--- src/hw/rtl/lcdlw_pkg.sv ---
// Shared types, codes and the expander frame builder for the LCD line writer.
// No dependencies; the datapath, the controller and the top level import this package.
package lcdlw_pkg;

  localparam int MAX_COLUMNS_DEF = 40;
  localparam int COL_W = 6;

  localparam logic [1:0] ACT_START = 2'd0;
  localparam logic [1:0] ACT_CHAR  = 2'd1;
  localparam logic [1:0] ACT_END   = 2'd2;

  localparam logic [1:0] REG_ROWS_MODE   = 2'd0;
  localparam logic [1:0] REG_LINE_LENGTH = 2'd1;
  localparam logic [1:0] REG_ENABLE      = 2'd2;
  localparam logic [1:0] REG_BACKLIGHT   = 2'd3;

  localparam logic [1:0] ROWS_ONE = 2'd0;
  localparam logic [1:0] ROWS_TWO = 2'd1;

  localparam logic [1:0] KIND_START = 2'd0;
  localparam logic [1:0] KIND_CHAR  = 2'd1;
  localparam logic [1:0] KIND_SPACE = 2'd2;

  localparam logic [7:0] ADDR_ROW_ODD  = 8'h80;
  localparam logic [7:0] ADDR_ROW_EVEN = 8'hC0;
  localparam logic [7:0] SPACE_CODE    = 8'h20;
  localparam logic       MODE_DATA     = 1'b1;
  localparam logic       MODE_CMD      = 1'b0;

  typedef struct packed {
    logic       emit;
    logic [1:0] kind;
    logic       clr_col;
    logic       inc_col;
    logic       last;
  } cmd_t;

  typedef struct packed {
    logic full;
    logic next_full;
    logic out_free;
  } status_t;

  typedef struct packed {
    logic [7:0] b0;
    logic [7:0] b1;
    logic [7:0] b2;
    logic [7:0] b3;
    logic [7:0] b4;
    logic [7:0] b5;
  } frame_t;

  // Each nibble goes out as three bytes: strobe low, strobe high, strobe cleared.
  function automatic frame_t make_frame(logic [7:0] value, logic mode,
                                        logic [7:0] en, logic [7:0] bl);
    logic [7:0] hi;
    logic [7:0] lo;
    frame_t     f;
    hi   = {value[7:4], 3'b000, mode};
    lo   = {value[3:0], 3'b000, mode};
    f.b0 = hi | bl;
    f.b1 = hi | en | bl;
    f.b2 = (hi & ~en) | bl;
    f.b3 = lo | bl;
    f.b4 = lo | en | bl;
    f.b5 = (lo & ~en) | bl;
    return f;
  endfunction

endpackage

--- src/hw/rtl/lcdlw_ifs.sv ---
// Valid/ready channel interfaces for line items and expander frames.
// Depends on nothing; used by the top level and the datapath.
interface lcdlw_item_if;
  logic       valid;
  logic       ready;
  logic [1:0] action;
  logic [2:0] row;
  logic [7:0] char_code;
  logic       pad_line;

  modport source (output valid, action, row, char_code, pad_line, input ready);
  modport sink   (input valid, action, row, char_code, pad_line, output ready);
endinterface

interface lcdlw_frame_if;
  logic       valid;
  logic       ready;
  logic [7:0] frame_byte_0;
  logic [7:0] frame_byte_1;
  logic [7:0] frame_byte_2;
  logic [7:0] frame_byte_3;
  logic [7:0] frame_byte_4;
  logic [7:0] frame_byte_5;
  logic       last_of_run;
  logic       bad_row;

  modport source (output valid, frame_byte_0, frame_byte_1, frame_byte_2, frame_byte_3,
                  frame_byte_4, frame_byte_5, last_of_run, bad_row, input ready);
  modport sink   (input valid, frame_byte_0, frame_byte_1, frame_byte_2, frame_byte_3,
                  frame_byte_4, frame_byte_5, last_of_run, bad_row, output ready);
endinterface

--- src/hw/rtl/lcdlw_datapath.sv ---
// Datapath: configuration registers, column counter and the output frame register.
// Depends on lcdlw_pkg and lcdlw_frame_if; driven by lcdlw_ctrl through cmd_t.
module lcdlw_datapath import lcdlw_pkg::*; #(
  parameter int MAX_COLUMNS = MAX_COLUMNS_DEF
) (
  input  logic               clk,
  input  logic               rst,
  input  logic               cfg_we,
  input  logic [1:0]         cfg_index,
  input  logic [7:0]         cfg_data,
  input  logic [2:0]         row,
  input  logic [7:0]         char_code,
  input  cmd_t               cmd,
  output status_t            status,
  lcdlw_frame_if.source      frames
);

  logic [1:0]       rows_mode;
  logic [COL_W-1:0] line_length;
  logic [7:0]       enable_mask;
  logic [7:0]       backlight_mask;
  logic [COL_W-1:0] column_count;
  logic             out_valid;
  frame_t           frame;
  logic             last_of_run;
  logic             bad_row;

  logic [COL_W-1:0] eff_len;
  logic [COL_W:0]   col_plus;
  logic [2:0]       rows_allowed;
  logic             row_bad;
  logic [7:0]       row_addr;
  logic [7:0]       wr_byte;
  logic             wr_mode;

  assign eff_len  = (line_length > COL_W'(MAX_COLUMNS)) ? COL_W'(MAX_COLUMNS) : line_length;
  assign col_plus = {1'b0, column_count} + (COL_W+1)'(1);

  assign status.full      = column_count >= eff_len;
  assign status.next_full = col_plus == {1'b0, eff_len};
  assign status.out_free  = !out_valid || frames.ready;

  always_comb begin
    case (rows_mode)
      ROWS_ONE: rows_allowed = 3'd1;
      ROWS_TWO: rows_allowed = 3'd2;
      default:  rows_allowed = 3'd4;
    endcase
  end

  assign row_bad  = (row == 3'd0) || (row > rows_allowed);
  // Rows three and four continue rows one and two past the end of the visible line.
  assign row_addr = (row[0] ? ADDR_ROW_ODD : ADDR_ROW_EVEN)
                    + ((row > 3'd2) ? {2'b00, eff_len} : 8'd0);

  always_comb begin
    case (cmd.kind)
      KIND_START: begin
        wr_byte = row_addr;
        wr_mode = MODE_CMD;
      end
      KIND_CHAR: begin
        wr_byte = char_code;
        wr_mode = MODE_DATA;
      end
      default: begin
        wr_byte = SPACE_CODE;
        wr_mode = MODE_DATA;
      end
    endcase
  end

  always_ff @(posedge clk) begin
    if (rst) begin
      rows_mode      <= 2'd1;
      line_length    <= COL_W'(16);
      enable_mask    <= 8'd4;
      backlight_mask <= 8'd8;
    end else if (cfg_we) begin
      case (cfg_index)
        REG_ROWS_MODE:   rows_mode      <= cfg_data[1:0];
        REG_LINE_LENGTH: line_length    <= cfg_data[COL_W-1:0];
        REG_ENABLE:      enable_mask    <= cfg_data;
        REG_BACKLIGHT:   backlight_mask <= cfg_data;
        default: ;
      endcase
    end
  end

  always_ff @(posedge clk) begin
    if (rst) begin
      column_count <= '0;
    end else if (cmd.clr_col) begin
      column_count <= '0;
    end else if (cmd.inc_col) begin
      column_count <= col_plus[COL_W-1:0];
    end
  end

  always_ff @(posedge clk) begin
    if (rst) begin
      out_valid <= 1'b0;
    end else if (cmd.emit) begin
      out_valid <= 1'b1;
    end else if (frames.ready) begin
      out_valid <= 1'b0;
    end
  end

  always_ff @(posedge clk) begin
    if (cmd.emit) begin
      last_of_run <= cmd.last;
      if (cmd.kind == KIND_START && row_bad) begin
        frame   <= '0;
        bad_row <= 1'b1;
      end else begin
        frame   <= make_frame(wr_byte, wr_mode, enable_mask, backlight_mask);
        bad_row <= 1'b0;
      end
    end
  end

  assign frames.valid        = out_valid;
  assign frames.frame_byte_0 = frame.b0;
  assign frames.frame_byte_1 = frame.b1;
  assign frames.frame_byte_2 = frame.b2;
  assign frames.frame_byte_3 = frame.b3;
  assign frames.frame_byte_4 = frame.b4;
  assign frames.frame_byte_5 = frame.b5;
  assign frames.last_of_run  = last_of_run;
  assign frames.bad_row      = bad_row;

endmodule

--- src/hw/rtl/lcdlw_ctrl.sv ---
// Controller: decodes accepted items and sequences the space writes of line padding.
// Depends on lcdlw_pkg; commands lcdlw_datapath through cmd_t and reads status_t.
module lcdlw_ctrl import lcdlw_pkg::*; (
  input  logic       clk,
  input  logic       rst,
  input  logic       in_valid,
  input  logic [1:0] action,
  input  logic       pad_line,
  input  status_t    status,
  output logic       in_ready,
  output cmd_t       cmd
);

  localparam logic S_IDLE = 1'b0;
  localparam logic S_PAD  = 1'b1;

  logic state;
  logic state_next;

  always_comb begin
    cmd        = '0;
    state_next = state;
    in_ready   = 1'b0;
    case (state)
      S_IDLE: begin
        in_ready = status.out_free;
        if (in_valid && status.out_free) begin
          case (action)
            ACT_START: begin
              cmd.emit    = 1'b1;
              cmd.kind    = KIND_START;
              cmd.clr_col = 1'b1;
              cmd.last    = 1'b1;
            end
            ACT_CHAR: begin
              if (!status.full) begin
                cmd.emit    = 1'b1;
                cmd.kind    = KIND_CHAR;
                cmd.inc_col = 1'b1;
                cmd.last    = 1'b1;
              end
            end
            ACT_END: begin
              if (pad_line && !status.full) begin
                cmd.emit    = 1'b1;
                cmd.kind    = KIND_SPACE;
                cmd.inc_col = 1'b1;
                cmd.last    = status.next_full;
                if (!status.next_full) begin
                  state_next = S_PAD;
                end
              end
            end
            default: ;
          endcase
        end
      end
      S_PAD: begin
        // One space per free output slot until the column counter reaches the line end.
        if (status.out_free) begin
          cmd.emit    = 1'b1;
          cmd.kind    = KIND_SPACE;
          cmd.inc_col = 1'b1;
          cmd.last    = status.next_full;
          if (status.next_full) begin
            state_next = S_IDLE;
          end
        end
      end
      default: state_next = S_IDLE;
    endcase
  end

  always_ff @(posedge clk) begin
    if (rst) begin
      state <= S_IDLE;
    end else begin
      state <= state_next;
    end
  end

endmodule

--- src/hw/rtl/char_lcd_line_writer.sv ---
// Character LCD line writer: turns line items into 4-bit expander write frames.
// Input channel "chars" carries items (start line, character, end line); output
// channel "frames" carries one six-byte expander write per transaction, plus
// last_of_run and bad_row flags.
// A start or character item is taken when the output is free, and its frame is valid
// in the cycle after. An end-line item with padding gives one space frame per cycle
// while frames.ready is high, one per free column, and chars.ready stays low until
// the last space frame is loaded. Start and character items are taken at one item per
// cycle while frames.ready is high; padding spaces pass the single output register.
// A character past the line end or an unused action is absorbed with no frame.
// When the receiver holds frames.ready low, the output register holds its frame
// and chars.ready drops, so no new item is taken until the frame leaves.
// Synchronous reset restores the register defaults (two rows, 16 columns,
// enable 0x04, backlight 0x08), clears the column counter and empties the output.
// Configuration registers are written through cfg_we/cfg_index/cfg_data; the user must write them
// only while idle; the block does not enforce it. Depends on lcdlw_pkg, lcdlw_ifs, lcdlw_ctrl and lcdlw_datapath.
module char_lcd_line_writer import lcdlw_pkg::*; #(
  parameter int MAX_COLUMNS = MAX_COLUMNS_DEF
) (
  input  logic          clk,
  input  logic          rst,
  input  logic          cfg_we,
  input  logic [1:0]    cfg_index,
  input  logic [7:0]    cfg_data,
  lcdlw_item_if.sink    chars,
  lcdlw_frame_if.source frames
);

  cmd_t    cmd;
  status_t status;

  lcdlw_ctrl u_ctrl (
    .clk      (clk),
    .rst      (rst),
    .in_valid (chars.valid),
    .action   (chars.action),
    .pad_line (chars.pad_line),
    .status   (status),
    .in_ready (chars.ready),
    .cmd      (cmd)
  );

  lcdlw_datapath #(
    .MAX_COLUMNS (MAX_COLUMNS)
  ) u_datapath (
    .clk       (clk),
    .rst       (rst),
    .cfg_we    (cfg_we),
    .cfg_index (cfg_index),
    .cfg_data  (cfg_data),
    .row       (chars.row),
    .char_code (chars.char_code),
    .cmd       (cmd),
    .status    (status),
    .frames    (frames)
  );

endmodule

--- src/flat_wrapper.sv ---
// flat-port wrapper written by rule: the top's interface ports become plain ports
module char_lcd_line_writer_flat import lcdlw_pkg::*;
#(
  parameter int MAX_COLUMNS = MAX_COLUMNS_DEF
)
  (clk, rst, cfg_we, cfg_index, cfg_data, chars_valid, chars_action, chars_row, chars_char_code, chars_pad_line, chars_ready, frames_valid, frames_frame_byte_0, frames_frame_byte_1, frames_frame_byte_2, frames_frame_byte_3, frames_frame_byte_4, frames_frame_byte_5, frames_last_of_run, frames_bad_row, frames_ready);
  lcdlw_item_if chars_i ();
  lcdlw_frame_if frames_i ();
  input  logic clk;
  input  logic rst;
  input  logic cfg_we;
  input  logic [1:0] cfg_index;
  input  logic [7:0] cfg_data;
  input wire logic [$bits(chars_i.valid)-1:0] chars_valid;
  input wire logic [$bits(chars_i.action)-1:0] chars_action;
  input wire logic [$bits(chars_i.row)-1:0] chars_row;
  input wire logic [$bits(chars_i.char_code)-1:0] chars_char_code;
  input wire logic [$bits(chars_i.pad_line)-1:0] chars_pad_line;
  output wire logic [$bits(chars_i.ready)-1:0] chars_ready;
  output wire logic [$bits(frames_i.valid)-1:0] frames_valid;
  output wire logic [$bits(frames_i.frame_byte_0)-1:0] frames_frame_byte_0;
  output wire logic [$bits(frames_i.frame_byte_1)-1:0] frames_frame_byte_1;
  output wire logic [$bits(frames_i.frame_byte_2)-1:0] frames_frame_byte_2;
  output wire logic [$bits(frames_i.frame_byte_3)-1:0] frames_frame_byte_3;
  output wire logic [$bits(frames_i.frame_byte_4)-1:0] frames_frame_byte_4;
  output wire logic [$bits(frames_i.frame_byte_5)-1:0] frames_frame_byte_5;
  output wire logic [$bits(frames_i.last_of_run)-1:0] frames_last_of_run;
  output wire logic [$bits(frames_i.bad_row)-1:0] frames_bad_row;
  input wire logic [$bits(frames_i.ready)-1:0] frames_ready;
  assign chars_i.valid = chars_valid;
  assign chars_i.action = chars_action;
  assign chars_i.row = chars_row;
  assign chars_i.char_code = chars_char_code;
  assign chars_i.pad_line = chars_pad_line;
  assign chars_ready = chars_i.ready;
  assign frames_valid = frames_i.valid;
  assign frames_frame_byte_0 = frames_i.frame_byte_0;
  assign frames_frame_byte_1 = frames_i.frame_byte_1;
  assign frames_frame_byte_2 = frames_i.frame_byte_2;
  assign frames_frame_byte_3 = frames_i.frame_byte_3;
  assign frames_frame_byte_4 = frames_i.frame_byte_4;
  assign frames_frame_byte_5 = frames_i.frame_byte_5;
  assign frames_last_of_run = frames_i.last_of_run;
  assign frames_bad_row = frames_i.bad_row;
  assign frames_i.ready = frames_ready;
  char_lcd_line_writer #(.MAX_COLUMNS(MAX_COLUMNS)) u_core (.clk(clk), .rst(rst), .cfg_we(cfg_we), .cfg_index(cfg_index), .cfg_data(cfg_data), .chars(chars_i), .frames(frames_i));
endmodule
--- config.mk ---
export PLATFORM = sky130hd
export DESIGN_NAME = char_lcd_line_writer_flat
export DESIGN_NICKNAME = d
export VERILOG_FILES = /design/src/hw/rtl/lcdlw_pkg.sv /design/src/hw/rtl/lcdlw_ifs.sv /design/src/hw/rtl/lcdlw_datapath.sv /design/src/hw/rtl/lcdlw_ctrl.sv /design/src/hw/rtl/char_lcd_line_writer.sv /design/src/flat_wrapper.sv
export SDC_FILE = /design/constraint.sdc
export NUM_CORES = 1
export LEC_CHECK = 0
export BUFFER_PORTS_ARGS = -buffer_cell sky130_fd_sc_hd__buf_4
export CAP_MARGIN = 20
export CORE_ASPECT_RATIO = 1.25
export CORE_MARGIN = 10
export CORE_UTILIZATION = 45
export CTS_BUF_LIST = sky130_fd_sc_hd__clkbuf_4 sky130_fd_sc_hd__clkbuf_8
export CTS_CLUSTER_DIAMETER = 50
export DETAILED_ROUTE_END_ITERATION = 6
export GPL_ROUTABILITY_DRIVEN = 0
export PLACE_DENSITY = 0.79
export SLEW_MARGIN = 20
export SYNTH_ARGS = -nofsm -noshare
export SYNTH_HDL_FRONTEND = slang
export SYNTH_HIERARCHICAL = 1
export SYNTH_SLANG_ARGS = --single-unit
--- constraint.sdc ---
create_clock -name clk -period 7.3 [get_ports clk]
set_clock_uncertainty 0.2 [all_clocks]
set_input_delay 0.73 -clock clk [delete_from_list [all_inputs] [get_ports clk]]
set_output_delay 0.73 -clock clk [all_outputs]
set_load 0.03 [all_outputs]
Word-level counts from Yosys, hierarchy flattened
Cells that the tools add are included.
Storage, ports and cells
  register bits after elaboration: 82
  logic and storage cells: 89
  output and inout port bits: 52
Cells by class
  magnitude comparators: 4
  reductions and logical operators: 18
  mux-type cells: 30
  equal/unequal tests: 8
  bitwise gates (word level): 12
  add/sub/neg operators: 2
Operators with widths (count)
  8-bit OR: 8
  6-bit 2-to-1 mux: 3
  8-bit bitwise AND: 2
  8-bit case mux with 2 select lines: 1
  1-bit 2-to-1 mux: 12
  3-bit case mux with 2 select lines: 2
  3-bit 2-to-1 mux: 3
  3-bit case mux with 3 select lines: 1
  8-bit by 6-bit adder with 8-bit output: 1
  2-bit by 1-bit equality test with 1-bit output, second input constant: 4
  2-bit zero test: 4
  8-bit NOT: 1
  2-bit AND reduction: 4
  6-bit by 1-bit adder with 7-bit output, second input constant: 1
  7-bit by 6-bit equality test with 1-bit output: 1
  7-bit 2-to-1 mux: 1
  2-bit equality test, second input constant: 3
  6-bit >= comparator: 1
  6-bit > comparator, second input constant: 1
  2-bit 2-to-1 mux: 3
  1-bit case mux with 2 select lines: 2
  2-bit case mux with 2 select lines: 1
  3-bit by 2-bit > comparator with 1-bit output, second input constant: 1
  3-bit > comparator: 1
  other kinds (8): 12

Longest topological paths before layout
  word-level depth: 13
  depth in mapped cells: 17
  gate-level depth less buffers: 14

Cells and area by module
The synthesis kept the hierarchy.
By module, submodules not included
  lcdlw_datapath: times used 1, seq. area each 1671.6 µm², cells each 326, area an instance 3218.1 µm²
  lcdlw_ctrl: times used 1, seq. area each 20.0 µm², cells each 29, area an instance 211.5 µm²

Least setup slack after synthesis
No wires, ideal clock.
  kind: register to register
  start point: register u_core.u_datapath.line_length[5]
  end point: register u_core.u_datapath.bad_row (netlist: u_core/u_datapath/frames.bad_row), enable pin
  clock period less this slack: 4.294 ns
  setup time: 0.441 ns
  arrival time: 3.654 ns
  buffers on the path: 1
  data required time: 6.659 ns
  setup slack: 3.006 ns
  cell stages (with the launch flop): 12
  cell sequence: dfxtp_1 -> buf_2 -> o21a_1 -> nor2_1 -> ha_1 -> nand2b_1 -> a21o_1 -> a211oi_1 -> o31ai_1 -> and3b_2 -> o31ai_1 -> a21oi_1
RTL lines
  start: declaration: RTL line lcdlw_datapath.sv:19  | logic [COL_W-1:0] line_length;
  start signal: assignment: RTL line lcdlw_datapath.sv:82  | REG_LINE_LENGTH: line_length <= cfg_data[COL_W-1:0];
  end signal: assignment: RTL line lcdlw_datapath.sv:115  | bad_row <= 1'b1;
  end signal: assignment: RTL line lcdlw_datapath.sv:118  | bad_row <= 1'b0;
  end: declaration: RTL line lcdlw_datapath.sv:26  | logic bad_row;

==> reports/summary.log <==
[setup_path] critical path data required time 7.16 ns
[clocking] clock latency on the worst-skew pair 0.34 ns
[clocking] TritonCTS clock tree done
[clocking] Post-CTS Setup Bufs 0
[route] number of violations reported at the end of detailed-routing iteration 0 180
[synth] cell taking the most area after synthesis edfxtp_1
[synth] combined area of all synthesized cells 3430 sq um
[sta] number of failing hold endpoints at the final stage 0
[floorplan] die area 11500 sq um
[sta] aggregate negative setup slack 0 ns
[placement] post-detailed-placement half-perimeter wirelength 6140 microns
[setup_path] crit path max fanout 10
[synth] synth top area cells edfxtp_1 31%, dfxtp_1 19%, ha_1 5.1%
[floorplan] Row Count 35
[clocking] clock-pin slew on the worst setup and hold paths 0.07 ns
[sta] min Tclk post-route 4.10 ns
[floorplan] floorplan die width 98.1 microns
[sta] setup violation total in the final timing report 0
[setup_path] kind of launch point of the worst setup path flip-flop
[global_routing] number of antenna violations at the first check in global routing 0
[cells_and_area] fraction of final layout cells sized beyond drive strength 1 25.6%
[clocking] H-tree Lvls 3
[run_status] status finished, final reports clean
[cells_and_area] Antenna Cells 0
[route] count of TritonRoute iterations in the first routing pass 5
[cells_and_area] P&R area growth vs syn 23.1%
[flow_run] max-cap violations 0
[global_routing] wire length of the first global-routing pass 13200 microns
[route] count of nets left with antenna violations after detail routing 0
[clocking] total clock buffers created by CTS 9
[sta] slew of the pin with the lowest slew margin 1.07 ns
[synth] average footprint of a synthesized cell 9.66 sq um
[clocking] count of clock tree sinks 67
[sta] share of the clock period used by the worst path after layout 56.2%
[synth] Seq cells post-synth 67
[clocking] post-cts gate resize count 0
[global_routing] overall overflow remaining after global route 0
[sta] setup repair after global routing missed its margin false
[sta] Worst slew margin 28.6%
[power] leakage component of the power 1.74 nW
[power] worst supply voltage drop on vdd 0.148 mV
[power] power per cell area 229 nW/um^2
[global_routing] maximum number of pins on one net before global-route repair 37
[synth] share of the synthesized area in the top cell type 30.6%
[global_routing] combined global-route utilization of all metal layers 13.7%
[global_routing] number of global-route vias before repair 2790
[synth] Primary FF master, synth edfxtp_1
[cells_and_area] cell area after layout 4220 sq um
[synth] share of flip-flops with an asynchronous set or reset after synthesis 0%
[setup_path] critical path class reg -> reg
[route] total DRC errors in the routed layout 0
[floorplan] Core Footprint 7400 sq um
[clocking] buffer type at the clock tree root clkbuf_8
[route] vias after detailed routing 2751
[placement] buffers added on ports 80
[floorplan] effective utilization at floorplan 46.3%
[setup_path] critical path arrival 3.96 ns
[synth] EDFF count, synth 35
[sta] highest clock rate 244 MHz
[route] mean number of vias per cell 5.35
[synth] number of cells produced by synthesis 355
[route] final WL 8030 microns
[placement] cell area reported after detailed placement 4000 sq um
[synth] synth warn 6
[synth] post-synthesis net count 398
[min_path] HP Class reg -> reg
[clocking] CTS hold repair buffers 0
[setup_path] element type at the critical path end flip-flop
[synth] sequential-to-total area share from yosys stat 49.3%
[cells_and_area] final net count 460
[sta] number of max-slew violations in the final report 0
[cells_and_area] number of fillers in the final layout 664
[floorplan] die outline height 118 microns
[synth] count of unique library cells instantiated by Yosys 48
[floorplan] IO Count 81
[clocking] maximum root-to-sink buffer count 2
[route] per-cell routed wire length 15.6 microns
cells in the final DEF (no fill, tap or decap), drive strengths merged, types with 3 or more instances in the layout:
master,count
buf,81
nand2,42
edfxtp,35
a21oi,33
dfxtp,32
nor2,31
inv,24
nor3,17
ha,14
a211oi,11
clkbuf,10
nand3,8
mux2i,7
and3,5
nor2b,5
or2,5
nand3b,4
nor3b,4
nand2b,3
xnor2,3
a2111oi,3
xor2,3
a211o,3
a221oi,3
o21a,3
nor4,3
worst max-delay path, cell delays in order (launching register included):
cell and delay, ns:
dfxtp_1 0.52, o21a_1 0.20, nor2_1 0.05, ha_1 0.28
nand2b_1 0.15, a21o_1 0.18, a211oi_1 0.30, o31ai_1 0.14
and3b_2 0.29, a21oi_1 0.07, nor2_1 0.30, or2_1 0.38
nor2_1 0.13, a221oi_1 0.49, a211oi_1 0.15
layout make-up:
| cell class | count | area [sq um] | share of cell area [%] |
|---|---|---|---|
| sequential | 67 | 1690 | 40.1 |
| multi-input combinational | 235 | 1500 | 35.6 |
| timing repair buffer | 81 | 608 | 14.4 |
| clock buffer | 10 | 131 | 3.11 |
| tap | 92 | 115 | 2.73 |
| clock inverter | 6 | 88.8 | 2.10 |
| inverter | 23 | 86.3 | 2.04 |
cell families (layout without fill, tap and decap cells):
group	Yosys count	count (layout)	synth area share (%)
flip-flops	67	67	49.3
adder cells (fa/ha/maj)	14	14	5.11
AND/OR/NAND/NOR	137	137	19.5
XOR/XNOR	8	8	2.85
buffers and inverters	53	120	7.52
AO/OA/AOI/OAI	68	68	13.3
multiplexers	8	8	2.37
registers in the layout, summed over array words and instances, names as in the netlist:
| name | flops |
|---|---|
| u_core/u_datapath/backlight_mask | 8 |
| u_core/u_ctrl/state | 1 |
| u_core/u_datapath/column_count | 6 |
| u_core/u_datapath/rows_mode | 2 |
| u_core/u_datapath/frames.frame_byte_3 | 4 |
| u_core/u_datapath/line_length | 6 |
| u_core/u_datapath/frames.frame_byte_1 | 8 |
| u_core/u_datapath/frames.frame_byte_2 | 5 |
| u_core/u_datapath/frames.frame_byte_0 | 8 |
| u_core/u_datapath/frames.valid | 1 |
| u_core/u_datapath/enable_mask | 8 |
| u_core/u_datapath/frames.frame_byte_4 | 4 |
| u_core/u_datapath/frames.bad_row | 1 |
| u_core/u_datapath/frames.frame_byte_5 | 4 |
| u_core/u_datapath/frames.last_of_run | 1 |
final timing paths:
path | start | to | slack (ns) | cells past startpoint
worst max-delay path | u_core/u_datapath/line_length[5] | u_core/u_datapath/frames.frame_byte_1[4] | 3.20 | 14
worst min-delay path | u_core/u_datapath/enable_mask[0] | u_core/u_datapath/enable_mask[0] | 0.26 | 2
worst max register to register | u_core/u_datapath/line_length[5] | u_core/u_datapath/frames.frame_byte_1[4] | 3.20 | 14
worst min register to register | u_core/u_datapath/enable_mask[0] | u_core/u_datapath/enable_mask[0] | 0.26 | 2
per-layer routing:
| metal | vias to the layer above | share of wire, % | track usage, % |
|---|---|---|---|
| li1 | 1365 | - | - |
| met1 | 1290 | 38 | 14.5 |
| met2 | 80 | 53 | 24.1 |
| met3 | 16 | 7.6 | 4.17 |
| met4 | 0 | 2.1 | 6.56 |
| met5 | - | 0 | 0 |
synth_stat cells, types with 3 or more instances:
library cell   n
xnor2_1        3
ha_1          14
nand3b_1       4
a211o_1        3
dfxtp_1       32
and3_1         5
buf_4         15
a211oi_1      11
nand3_1        8
inv_1         23
a21oi_1       32
or2_1          3
xor2_1         3
a2111oi_0      3
clkbuf_1      13
nand2_1       42
o21a_1         3
edfxtp_1      35
nor3b_1        4
nor3_1        17
mux2i_1        7
nand2b_1       3
nor2b_1        5
nor2_1        31
where the power goes:
group	internal [mW]	switching [mW]	total (mW)	leakage, nW
Sequential	0.426	0.0114	0.438	0.594
Clock	0.197	0.143	0.340	0.106
Combinational	0.0692	0.120	0.190	1.04
stage by stage:
step	worst slack (ns)	util, %	power, mW	cells	hold slack (ns)
after detailed placement	3.08	54.1	0.637	498	0.248
after global placement	3.19	54.1	0.633	498	0.242
after floorplan	3.01	-	0.575	355	0.236
after CTS	2.99	57.0	0.976	514	0.258
final	3.20	57.1	0.967	514	0.258
after global routing	2.80	57.1	1.01	514	0.278
(Power assumes the default switching activity.)
